===== config.mk =====
export PLATFORM = sky130hd
export DESIGN_NAME = touch_pointer_id_tracker
export DESIGN_NICKNAME = d
export VERILOG_FILES = /design/src/hdl/tpit_pkg.sv /design/src/hdl/touch_pointer_id_tracker.sv /design/src/hdl/tpit_ctrl.sv /design/src/hdl/tpit_dp.sv
export SDC_FILE = /design/constraint.sdc
export NUM_CORES = 2
export LEC_CHECK = 0
export BUFFER_PORTS_ARGS = -buffer_cell sky130_fd_sc_hd__clkbuf_2
export CAP_MARGIN = 0
export CORE_ASPECT_RATIO = 0.9
export CORE_MARGIN = 4
export CORE_UTILIZATION = 46
export DETAILED_ROUTE_END_ITERATION = 8
export MAX_ROUTING_LAYER = met4
export SLEW_MARGIN = 20
export SYNTH_ARGS = -nofsm -noshare
export SYNTH_HDL_FRONTEND = slang
export SYNTH_HIERARCHICAL = 1
export SYNTH_SLANG_ARGS = --single-unit

===== constraint.sdc =====
create_clock -name i_clk -period 6.7 [get_ports i_clk]
set_input_delay 0.67 -clock i_clk [delete_from_list [all_inputs] [get_ports i_clk]]
set_output_delay 0.67 -clock i_clk [all_outputs]
set_load 0.01 [all_outputs]

===== src/hdl/tpit_pkg.sv =====
// shared types and constants for the touch pointer id tracker
`default_nettype none
package tpit_pkg;
    typedef enum logic [3:0] {
        S_COLLECT,
        S_START,
        S_SCAN_RD,
        S_SCAN_MUL,
        S_SCAN_CMP,
        S_COMMIT,
        S_FILL,
        S_COPY,
        S_EMIT
    } t_state;

    typedef struct packed {
        logic store_pt;
        logic clr_match;
        logic scan_first;
        logic scan_rd;
        logic scan_mul;
        logic scan_cmp;
        logic commit;
        logic fill;
        logic copy;
        logic emit_load;
        logic emit_next;
        logic special_seq;
        logic special_keep;
    } t_cmd;

    typedef struct packed {
        logic scan_last;
        logic found;
        logic fill_last;
        logic copy_last;
        logic emit_last;
        logic cnt_zero;
        logic prev_zero;
        logic both_one;
        logic match_done;
    } t_sts;
endpackage
`default_nettype wire


===== src/hdl/touch_pointer_id_tracker.sv =====
// top level of the touch pointer id tracker
// Points of a frame are taken one item a cycle; the item with tlast set closes
// the frame. The start state then picks the case. In the general case, id
// assignment runs greedy nearest-neighbor matching on one shared distance unit:
// each matching round scans all n*m current/previous pairs through read,
// multiply and compare steps and then commits the best pair, for min(n,m)
// rounds, then fills unmatched ids point by point. Every frame with points is
// then saved point by point. Results then leave one item a cycle while the
// output is ready. No input is taken until the last result of a frame is
// delivered. Ties go to the lowest current, then lowest previous index.
`default_nettype none
module touch_pointer_id_tracker import tpit_pkg::*; #(
    parameter int MAX_POINTS = 10,
    parameter int COORD_BITS = 16
) (
    input  wire                       i_clk,
    input  wire                       i_rst_n,
    input  wire                       s_axis_tvalid,
    output logic                      s_axis_tready,
    // pos_x, pos_y, point_present
    input  wire [8*((2*COORD_BITS+1+7)/8)-1:0] s_axis_tdata,
    input  wire                       s_axis_tlast,
    output logic                      m_axis_tvalid,
    input  wire                       m_axis_tready,
    // point_index, point_id, point_valid, id_mask
    output logic [8*((2*$clog2(MAX_POINTS+1)+1+MAX_POINTS+7)/8)-1:0] m_axis_tdata,
    output logic                      m_axis_tlast
);
    localparam int IW = $clog2(MAX_POINTS + 1);
    localparam int OW = 2 * IW + 1 + MAX_POINTS;
    localparam int OB = 8 * ((OW + 7) / 8);

    t_cmd w_cmd;
    t_sts w_sts;
    logic [IW-1:0] w_idx, w_id;
    logic w_pv;
    logic [MAX_POINTS-1:0] w_mask;
    logic w_in_fire, w_out_fire;

    assign w_in_fire  = s_axis_tvalid && s_axis_tready;
    assign w_out_fire = m_axis_tvalid && m_axis_tready;

    tpit_ctrl u_ctrl (
        .i_clk       (i_clk),
        .i_rst_n     (i_rst_n),
        .i_in_fire   (w_in_fire),
        .i_frame_end (s_axis_tlast),
        .i_out_fire  (w_out_fire),
        .i_sts       (w_sts),
        .o_cmd       (w_cmd),
        .o_in_ready  (s_axis_tready),
        .o_out_valid (m_axis_tvalid)
    );

    tpit_dp #(.MAX_POINTS(MAX_POINTS), .COORD_BITS(COORD_BITS)) u_dp (
        .i_clk           (i_clk),
        .i_rst_n         (i_rst_n),
        .i_cmd           (w_cmd),
        .i_pos_x         (s_axis_tdata[COORD_BITS-1:0]),
        .i_pos_y         (s_axis_tdata[2*COORD_BITS-1:COORD_BITS]),
        .i_point_present (s_axis_tdata[2*COORD_BITS]),
        .o_sts           (w_sts),
        .o_point_index   (w_idx),
        .o_point_id      (w_id),
        .o_point_valid   (w_pv),
        .o_id_mask       (w_mask),
        .o_run_end       (m_axis_tlast)
    );

    assign m_axis_tdata = OB'({w_mask, w_pv, w_id, w_idx});
endmodule
`default_nettype wire


===== src/hdl/tpit_ctrl.sv =====
// controller state machine for the touch pointer id tracker
`default_nettype none
module tpit_ctrl import tpit_pkg::*; (
    input  wire        i_clk,
    input  wire        i_rst_n,
    input  wire        i_in_fire,
    input  wire        i_frame_end,
    input  wire        i_out_fire,
    input  t_sts       i_sts,
    output t_cmd       o_cmd,
    output logic       o_in_ready,
    output logic       o_out_valid
);
    t_state r_state, n_state;

    always_ff @(posedge i_clk) begin
        if (!i_rst_n) r_state <= S_COLLECT;
        else          r_state <= n_state;
    end

    always_comb begin
        n_state     = r_state;
        o_cmd       = '0;
        o_in_ready  = 1'b0;
        o_out_valid = 1'b0;
        case (r_state)
            S_COLLECT: begin
                o_in_ready = 1'b1;
                if (i_in_fire) begin
                    o_cmd.store_pt = 1'b1;
                    if (i_frame_end) n_state = S_START;
                end
            end
            S_START: begin
                o_cmd.clr_match = 1'b1;
                if (i_sts.cnt_zero) begin
                    o_cmd.emit_load = 1'b1;
                    n_state = S_EMIT;
                end else if (i_sts.prev_zero) begin
                    o_cmd.special_seq = 1'b1;
                    n_state = S_COPY;
                end else if (i_sts.both_one) begin
                    o_cmd.special_keep = 1'b1;
                    n_state = S_COPY;
                end else begin
                    o_cmd.scan_first = 1'b1;
                    n_state = S_SCAN_RD;
                end
            end
            S_SCAN_RD: begin
                o_cmd.scan_rd = 1'b1;
                n_state = S_SCAN_MUL;
            end
            S_SCAN_MUL: begin
                o_cmd.scan_mul = 1'b1;
                n_state = S_SCAN_CMP;
            end
            S_SCAN_CMP: begin
                o_cmd.scan_cmp = 1'b1;
                n_state = i_sts.scan_last ? S_COMMIT : S_SCAN_RD;
            end
            S_COMMIT: begin
                o_cmd.commit = 1'b1;
                if (i_sts.match_done || !i_sts.found) n_state = S_FILL;
                else begin
                    o_cmd.scan_first = 1'b1;
                    n_state = S_SCAN_RD;
                end
            end
            S_FILL: begin
                o_cmd.fill = 1'b1;
                if (i_sts.fill_last) n_state = S_COPY;
            end
            S_COPY: begin
                o_cmd.copy = 1'b1;
                if (i_sts.copy_last) begin
                    o_cmd.emit_load = 1'b1;
                    n_state = S_EMIT;
                end
            end
            S_EMIT: begin
                o_out_valid = 1'b1;
                if (i_out_fire) begin
                    o_cmd.emit_next = 1'b1;
                    if (i_sts.emit_last) n_state = S_COLLECT;
                end
            end
            default: n_state = S_COLLECT;
        endcase
    end
endmodule
`default_nettype wire


===== src/hdl/tpit_dp.sv =====
// point stores, distance unit and id bookkeeping
`default_nettype none
module tpit_dp import tpit_pkg::*; #(
    parameter int MAX_POINTS = 10,
    parameter int COORD_BITS = 16,
    parameter int IW         = $clog2(MAX_POINTS + 1),
    parameter int XW         = $clog2(MAX_POINTS)
) (
    input  wire                         i_clk,
    input  wire                         i_rst_n,
    input  t_cmd                        i_cmd,
    input  wire signed [COORD_BITS-1:0] i_pos_x,
    input  wire signed [COORD_BITS-1:0] i_pos_y,
    input  wire                         i_point_present,
    output t_sts                        o_sts,
    output logic [IW-1:0]               o_point_index,
    output logic [IW-1:0]               o_point_id,
    output logic                        o_point_valid,
    output logic [MAX_POINTS-1:0]       o_id_mask,
    output logic                        o_run_end
);
    localparam int DW = COORD_BITS + 1;
    localparam int SW = 2 * DW + 1;

    logic signed [COORD_BITS-1:0] r_cx [MAX_POINTS];
    logic signed [COORD_BITS-1:0] r_cy [MAX_POINTS];
    logic signed [COORD_BITS-1:0] r_px [MAX_POINTS];
    logic signed [COORD_BITS-1:0] r_py [MAX_POINTS];
    logic [IW-1:0] r_pid [MAX_POINTS];
    logic [IW-1:0] r_cid [MAX_POINTS];
    logic [IW-1:0] r_ccnt, r_pcnt;
    logic [MAX_POINTS-1:0] r_mc, r_mp, r_used;
    logic [XW-1:0] r_c, r_p, r_bc, r_bp, r_idx;
    logic [SW-1:0] r_best;
    logic r_found;
    logic [DW-1:0] r_dx, r_dy;
    logic [2*DW-1:0] r_sx, r_sy;
    logic r_pair_ok, r_pair_ok2;
    logic [IW-1:0] r_k;
    logic [IW-1:0] r_eidx;

    logic [IW-1:0] w_c_ext, w_p_ext, w_i_ext;
    logic w_c_end, w_p_end, w_i_end;
    logic [SW-1:0] w_d;
    logic [IW-1:0] w_free;
    logic [IW-1:0] w_k_lim;

    assign w_c_ext = IW'(r_c);
    assign w_p_ext = IW'(r_p);
    assign w_i_ext = IW'(r_idx);
    assign w_p_end = (w_p_ext + 1'b1 == r_pcnt);
    assign w_c_end = (w_c_ext + 1'b1 == r_ccnt);
    assign w_i_end = (w_i_ext + 1'b1 == r_ccnt);
    assign w_d = SW'(r_sx) + SW'(r_sy);
    assign w_k_lim = (r_ccnt < r_pcnt) ? r_ccnt : r_pcnt;

    always_comb begin
        w_free = '0;
        for (int i = MAX_POINTS - 1; i >= 0; i--) begin
            if (!r_used[i]) w_free = IW'(i);
        end
    end

    always_comb begin
        o_sts = '0;
        o_sts.scan_last  = w_c_end && w_p_end;
        o_sts.found      = r_found;
        o_sts.fill_last  = w_i_end;
        o_sts.copy_last  = w_i_end;
        o_sts.emit_last  = (r_ccnt == '0) || (r_eidx + 1'b1 == r_ccnt);
        o_sts.cnt_zero   = (r_ccnt == '0);
        o_sts.prev_zero  = (r_pcnt == '0);
        o_sts.both_one   = (r_ccnt == IW'(1)) && (r_pcnt == IW'(1));
        o_sts.match_done = (r_k + 1'b1 == w_k_lim);
    end

    always_ff @(posedge i_clk) begin
        if (i_cmd.store_pt && i_point_present && r_ccnt < IW'(MAX_POINTS)) begin
            r_cx[r_ccnt[XW-1:0]] <= i_pos_x;
            r_cy[r_ccnt[XW-1:0]] <= i_pos_y;
        end
        if (i_cmd.scan_rd) begin
            r_pair_ok <= !r_mc[r_c] && !r_mp[r_p];
            r_dx <= (r_cx[r_c] >= r_px[r_p])
                ? DW'(DW'(r_cx[r_c]) - DW'(r_px[r_p]))
                : DW'(DW'(r_px[r_p]) - DW'(r_cx[r_c]));
            r_dy <= (r_cy[r_c] >= r_py[r_p])
                ? DW'(DW'(r_cy[r_c]) - DW'(r_py[r_p]))
                : DW'(DW'(r_py[r_p]) - DW'(r_cy[r_c]));
        end
        if (i_cmd.scan_mul) begin
            r_sx <= r_dx * r_dx;
            r_sy <= r_dy * r_dy;
            r_pair_ok2 <= r_pair_ok;
        end
        if (i_cmd.special_seq) begin
            for (int i = 0; i < MAX_POINTS; i++) r_cid[i] <= IW'(i);
        end
        if (i_cmd.special_keep) r_cid[0] <= r_pid[0];
        if (i_cmd.commit && r_found) r_cid[r_bc] <= r_pid[r_bp];
        if (i_cmd.fill && !r_mc[r_idx]) r_cid[r_idx] <= w_free;
        if (i_cmd.copy) begin
            r_px[r_idx]  <= r_cx[r_idx];
            r_py[r_idx]  <= r_cy[r_idx];
            r_pid[r_idx] <= r_cid[r_idx];
        end
        if (i_cmd.scan_first) begin
            r_found <= 1'b0;
            r_c <= '0;
            r_p <= '0;
        end
        if (i_cmd.scan_cmp) begin
            if (r_pair_ok2 && (!r_found || w_d < r_best)) begin
                r_found <= 1'b1;
                r_best  <= w_d;
                r_bc    <= r_c;
                r_bp    <= r_p;
            end
            if (w_p_end) begin
                r_p <= '0;
                r_c <= XW'(w_c_ext + 1'b1);
            end else begin
                r_p <= XW'(w_p_ext + 1'b1);
            end
        end
        if (i_cmd.clr_match) begin
            r_idx <= '0;
            r_k   <= '0;
        end
        if (i_cmd.commit) begin
            r_k <= r_k + 1'b1;
            if (!(r_k + 1'b1 == w_k_lim) && r_found) r_idx <= '0;
        end
        if (i_cmd.fill || i_cmd.copy)
            r_idx <= w_i_end ? '0 : XW'(w_i_ext + 1'b1);
        if (i_cmd.emit_load) r_eidx <= '0;
        if (i_cmd.emit_next) r_eidx <= r_eidx + 1'b1;
    end

    always_ff @(posedge i_clk) begin
        if (!i_rst_n) begin
            r_ccnt <= '0;
            r_pcnt <= '0;
            r_mc   <= '0;
            r_mp   <= '0;
            r_used <= '0;
        end else begin
            if (i_cmd.store_pt && i_point_present && r_ccnt < IW'(MAX_POINTS))
                r_ccnt <= r_ccnt + 1'b1;
            if (i_cmd.clr_match) begin
                r_mc <= '0;
                r_mp <= '0;
            end
            if (i_cmd.special_seq) begin
                for (int i = 0; i < MAX_POINTS; i++)
                    r_used[i] <= (IW'(i) < r_ccnt);
            end else if (i_cmd.special_keep) begin
                r_used <= MAX_POINTS'(1) << r_pid[0];
            end else if (i_cmd.clr_match) begin
                r_used <= '0;
            end
            if (i_cmd.commit && r_found) begin
                r_mc[r_bc] <= 1'b1;
                r_mp[r_bp] <= 1'b1;
                r_used <= r_used | (MAX_POINTS'(1) << r_pid[r_bp]);
            end
            if (i_cmd.fill && !r_mc[r_idx])
                r_used <= r_used | (MAX_POINTS'(1) << w_free);
            if (i_cmd.emit_next && o_sts.emit_last) begin
                r_pcnt <= r_ccnt;
                r_ccnt <= '0;
            end
        end
    end

    always_comb begin
        o_point_index = r_eidx;
        o_point_valid = (r_ccnt != '0);
        o_point_id    = o_point_valid ? r_cid[r_eidx[XW-1:0]] : '0;
        o_id_mask     = r_used;
        o_run_end     = o_sts.emit_last;
    end
endmodule
`default_nettype wire


### Word-level counts from Yosys, hierarchy flattened

Memory sizes are Yosys's and may differ from the RTL's. A register that Yosys moved wholly into a read port is not among the register bits.
Index checks and enable logic that the tools add are counted.

| storage, ports and cells | value |
|---|---|
| register bits after elaboration | 210 |
| bits in writable memories | 720 |
| bits of input ports | 45 |
| output and inout bits | 27 |
| memories | 6 |

| operators by class | value |
|---|---|
| add/sub/neg operators | 11 |
| multipliers | 2 |
| $lt $le $gt $ge | 22 |
| equality and inequality tests | 21 |
| shifts and indexed selects | 3 |
| multiplexer cells | 114 |
| bitwise gates (word level) | 6 |
| reduce and logical (&&, ||, !) cells | 36 |

Memory list:

| name | words | width | rd ports | clocked after Yosys merged registers in | wr ports | line | RTL |
|---|---|---|---|---|---|---|---|
| u_dp.r_cx | 10 | 16 | 2 | 2 | 1 | tpit_dp.sv:25 | `logic signed [COORD_BITS-1:0] r_cx [MAX_POINTS];` |
| u_dp.r_cy | 10 | 16 | 2 | 2 | 1 | tpit_dp.sv:26 | `logic signed [COORD_BITS-1:0] r_cy [MAX_POINTS];` |
| u_dp.r_px | 10 | 16 | 1 | 1 | 1 | tpit_dp.sv:27 | `logic signed [COORD_BITS-1:0] r_px [MAX_POINTS];` |
| u_dp.r_py | 10 | 16 | 1 | 1 | 1 | tpit_dp.sv:28 | `logic signed [COORD_BITS-1:0] r_py [MAX_POINTS];` |
| u_dp.r_cid | 10 | 4 | 2 | 2 | 10 | tpit_dp.sv:30 | `logic [IW-1:0] r_cid [MAX_POINTS];` |
| u_dp.r_pid | 10 | 4 | 2 | 1 | 1 | tpit_dp.sv:29 | `logic [IW-1:0] r_pid [MAX_POINTS];` |

Operators by type and width:

| cell | count |
|---|---|
| 2-to-1 mux 4 bit | 43 |
| 2-to-1 mux 10 bit | 11 |
| multiplier 17 x 17 -> 34 bit | 2 |
| subtractor 16 x 16 -> 17 bit | 4 |
| 2-to-1 mux 1 bit | 44 |
| OR 10 bit | 4 |
| one-hot mux 4 bit (9 select lines) | 1 |
| adder 34 x 34 -> 35 bit | 1 |
| less-than comparator 35 bit | 1 |
| 2-to-1 mux 17 bit | 2 |
| >= comparator 16 bit | 2 |
| << shifter 1 x 4 -> 10 bit (first input constant) | 3 |
| less-than comparator 4 x 5 -> 1 bit (second input constant) | 5 |
| adder 4 x 1 -> 4 bit (second input constant) | 6 |
| equality test 4 bit | 5 |
| equality test 4 x 3 -> 1 bit (second input constant) | 4 |
| less-than comparator 3 x 4 -> 1 bit (first input constant) | 4 |
| logical AND 1 bit | 14 |
| binary-select mux 1 bit (select 4 bit) | 3 |
| equality test 4 x 1 -> 1 bit (second input constant) | 3 |
| zero test 4 bit | 3 |
| 2-to-1 mux 3 bit | 4 |
| demux 1 bit (select 4 bit) | 2 |
| equality test 4 x 2 -> 1 bit (second input constant) | 2 |
| 22 further kinds | 42 |

### Logic depth before layout (Yosys ltp)

| logic depth | value |
|---|---|
| word-level depth | 13 |
| mapped depth | 27 |
| gate-level depth less buffers | 26 |

### Modules after synthesis

The synthesis kept the hierarchy.

By module, submodules not included:

| module | times used | cells each | area each (um2) | seq. area each (um2) |
|---|---|---|---|---|
| tpit_dp | 1 | 4951 | 62575.0 | 28237.1 |
| tpit_ctrl | 1 | 62 | 480.5 | 80.1 |
| touch_pointer_id_tracker | 1 | 9 | 61.3 | 0.0 |

### Worst setup path after synthesis

OpenSTA, ideal clock, no wires.

| timing | value |
|---|---|
| path kind | reg-to-reg |
| from | reg u_dp.r_sx[3] |
| to | reg with a tool-made name |
| setup time | 0.126 ns |
| data arrival time | 6.551 ns |
| setup slack | 0.024 ns |
| cell stages (with the launch flop) | 25 |
| buffers on the path | 0 |
| cells stage by stage | edfxtp_1 -> ha_1 -> a21oi_1 -> o221ai_1 -> a21o_1 -> o21ai_1 -> o41a_1 -> o31ai_1 -> o21a_1 -> o21a_1 -> o21a_1 -> nor2_1 -> xnor2_1 -> ha_1 -> a21o_1 -> a21oi_1 -> nor2b_1 -> o21ai_0 -> nand2b_1 -> a21oi_1 -> nor2b_1 -> o21ai_0 -> nand2_1 -> o22ai_1 -> mux2_2 |

RTL lines:

| what | line | RTL |
|---|---|---|
| start: declaration | tpit_dp.sv:37 | `logic [2*DW-1:0] r_sx, r_sy;` |
| start signal: assignment | tpit_dp.sv:92 | `r_sx <= r_dx * r_dx;` |

### Worst setup path in the final report

| timing | value |
|---|---|
| from | reg u_dp.r_dy[5] |
| to | reg u_dp.r_sy[28] (data pin) |

| between the ends | value |
|---|---|
| word-level cells in the longest chain between the ends | 1 |

Ends and longest elaborated chain:

| what | line | RTL |
|---|---|---|
| start: declaration | tpit_dp.sv:36 | `logic [DW-1:0] r_dx, r_dy;` |
| start signal: assignment | tpit_dp.sv:87 | `r_dy <= (r_cy[r_c] >= r_py[r_p])` |
| multiplier 17 x 17 -> 34 bit | tpit_dp.sv:93 | `r_sy <= r_dy * r_dy;` |
| end signal: assignment | tpit_dp.sv:93 |  |
| end: declaration | tpit_dp.sv:37 |  |

No other way between the ends.
A chain may end at the register's enable or synchronous reset.

==> qor.yml <==
status:
  status: "completed"
sta:
  fin_ws_ns: 0.268
  max_freq_mhz: 155
  fin_tns_setup_ns: 0
  slew_viol_final: 0
  fin_crit_ns: 6.43
  slew_headroom: 0.305
  setup_viol: 0
  worstMarginPinSlew_ns: 1.03
  hold_viol: 0
  finalCritPeriodShare: 0.960
  fin_skew_ns: 0.0520
synthesis:
  synthFlopType: "edfxtp_1"
  synth_seq_cells: 964
  seq_area_frac_synth: 0.449
  syn-cell-area_um2: 63100
  yosysUniqueCellTypes: 98
  synth_area_per_cell_um2: 12.6
  syn_inst: 5022
  synth_warnings: 6
  synthTopCellsByArea: "edfxtp_1 (43%), fa_1 (12%), mux4_2 (8.8%), ha_1 (7.2%), inv_1 (4.3%)"
  synth_edf_count: 901
  synth.top_cell.area_share: 0.429
  async_reset_ff_frac: 0
  synth_largest_area_cell: "edfxtp_1"
clock_tree:
  clock_latency_ns: 0.73
  cts_buffer_depth: 3
  htree_levels: 3
  cts_tree: "done"
  cts_buffers: 103
  clk_pin_slew_worst_paths_ns: 0.07
  clock_sinks: 964
  clockRootBuffer: "clkbuf_16"
floorplanning:
  dieArea_um2: 143000
  io_pins: 72
  initial_core_util: 0.465
  std_cell_rows: 128
  fp.coreArea_um2: 136000
  die_w_um: 398
  chipHeight_um: 359
worst_setup_path:
  rrSetupSlack_ns: 0.27
  reg2reg_from: "u_dp/r_dy[5]"
  worstSetupPathType: "register to register"
  worstSetupStartpointType: "register"
  crit_buf_inv: 4
  critPathRequiredTime_ns: 7.16
  path_cells: "buf_4, and2_1, fa_1, fa_1, fa_1, fa_1, fa_1, inv_1, fa_1, inv_1, ha_1, a21o_1, a21o_1, a21oi_1, nor2_1, or4_1, a41o_1, a31o_2, a211oi_2, nor2_1, buf_4"
  endpoint_kind: "register"
  crit_slowest_cell: "fa_1"
  cp_common_cell: "fa_1"
  r2r-end: "u_dp/r_sy[28]"
  critPathTopFamily: "adder cells"
  cp.arrival_ns: 6.89
  reg2reg_depth: 21
  crit_cells: 21
  max_stage_delay_ns: 0.51
  crit_fanout: 5
  crit_start: "u_dp/r_dy[5]"
  endpoint: "u_dp/r_sy[28]"
layout:
  final_common_cell: "edfxtp_1"
  utilization: 0.513
  fin_nets: 5940
  layout_common_cells: "edfxtp_1 (901), inv_1 (715), fa_1 (386)"
  fillerInstances: 11800
  synthToLayoutAreaGrowth_pct: 10.5
  drive_above_1_share: 0.155
drt:
  vias: 38800
  via_per_inst: 5.50
  ant_nets: 0
  drc: 0
  drt_wl_total_um: 144000
  drtIter0Drc: 2630
  wl_per_cell_um: 20.4
  drt_pre_antenna_iters: 5
global_routing:
  antenna_found_initial: 9
  grt_pass1_wl_um: 226000
  grt_pass1_vias: 39000
  grt_start_max_net_pins: 97
  grtUsageTotal: 0.208
  grt_overflow: 0
power:
  totalPowerFinal_mw: 17.5
  power_leakage_nw: 27.7
  ir_drop_mv: 0.213
  powerDensity_nw_per_um2: 251
placed_design:
  place.gp.congestion: 0.865
  hpwl_um: 100000
  dp_worst_setup_slack_ns: 0.0401
  io_buffers: 59
min_path:
  hold_class: "input pin to register"
run:
  maxCapViolCount: 0
worst reg2reg max path, delay by kind of cell (launching register included):
| family | cells | cell delay [ns] |
|---|---|---|
| buffers and inverters | 4 | 0.44 |
| AND/OR/NAND/NOR | 4 | 0.68 |
| AO/OA/AOI/OAI | 6 | 1.28 |
| flip-flops | 1 | 0.50 |
| adder cells (fa/ha/maj) | 7 | 3.30 |
registers in the layout (all words and copies together), names as in the netlist, 35 cells and up, named ones only:
register	count
u_dp/r_best	35
u_dp/r_cid	64
u_dp/r_cx	160
u_dp/r_cy	160
u_dp/r_pid	40
u_dp/r_px	160
u_dp/r_py	160
cells by family (layout without fill, tap and decap cells):
| family | Yosys count | in the layout | share of synthesized area |
|---|---|---|---|
| AO/OA/AOI/OAI | 719 | 719 | 0.0718 |
| XOR/XNOR | 161 | 161 | 0.0223 |
| adder cells (fa/ha/maj) | 751 | 751 | 0.195 |
| buffers and inverters | 955 | 1153 | 0.0586 |
| flip-flops | 964 | 964 | 0.449 |
| multiplexers | 473 | 473 | 0.126 |
| other | 1 | 12 | 0.0000594 |
| AND/OR/NAND/NOR | 998 | 998 | 0.0782 |
per-stage QoR:
stage          hold WS (ns)  instances  cell area, um2
2_1_floorplan         0.400       5026           63100
3_3_place_gp          0.401       6831           66100
3_5_place_dp          0.406       6831           66100
4_1_cts               0.187       7018           69400
5_1_grt               0.225       7051           69700
6_report              0.241       7051           69700
worst min path at each step:
stage,start,end,slack (ns),cells after the start
after floorplan,u_dp/r_pair_ok,u_dp/r_pair_ok2,0.40,0
final,s_axis_tdata[29],u_dp/r_cy[0][13],0.24,1
after global routing,s_axis_tdata[29],u_dp/r_cy[1][13],0.22,1
after detailed placement,u_dp/r_pair_ok,u_dp/r_pair_ok2,0.41,0
after global placement,u_dp/r_pair_ok,u_dp/r_pair_ok2,0.40,0
after CTS,s_axis_tdata[29],u_dp/r_cy[0][13],0.19,1
final cells by class:
class                           count  area (um2)  share of cell area
Antenna cell                        7        17.5            0.000251
Clock buffer                      130        2760              0.0396
Clock inverter                     55         515             0.00739
Inverter                          720        2700              0.0388
Multi-Input combinational cell   3107       31300               0.449
Sequential cell                   964       28300               0.407
Tap cell                         1820        2280              0.0327
Timing Repair Buffer              248        1820              0.0261
repair_timing:
action | CTS | global route
pin swaps | 0 | 10
setup buffers | 2 | 25
gates resized for setup | 0 | 21
gates cloned | 0 | 0
setup endpoints to repair | 1 | 13
hold buffers | 0 | 0
layer usage:
| layer | GRT usage | vias to the layer above | wire (um) |
|---|---|---|---|
| met5 | - | - | 0 |
| met4 | 0.0414 | 0 | 2680 |
| met3 | 0.0370 | 179 | 9120 |
| met2 | 0.320 | 997 | 67300 |
| met1 | 0.291 | 19700 | 64900 |
| li1 | - | 18000 | - |
power breakdown:
part / internal (mW) / total (mW) / switching, mW / leakage, nW
clock network: 3.12 / 5.51 / 2.39 / 1.59
logic: 2.06 / 4.77 / 2.72 / 17.5
registers: 7.08 / 7.23 / 0.153 / 8.59
synth_stat cells (6+ instances only):
cell	number
o31ai_1	17
or3_1	6
and3_1	30
ha_1	365
edfxtp_1	901
mux4_2	246
nor4_1	9
o22ai_1	9
o21ai_1	51
or2_2	12
dfxtp_1	63
a31oi_1	34
xor2_1	47
fa_1	386
buf_2	21
buf_1	32
buf_4	15
nor2_1	156
o211ai_1	6
nor3_1	30
o21ai_0	154
mux2_2	78
a211oi_1	49
nor2b_1	99
a221oi_1	7
nand3b_1	13
o21bai_1	21
nand4_1	28
a21oi_1	194
a21o_1	91
and2_1	140
o21a_1	20
nand2b_1	32
nand3_1	51
xnor2_1	114
clkbuf_1	162
mux2i_1	147
nand2_1	363
inv_1	717
No activity file was read; power rests on OpenSTA's default activity.
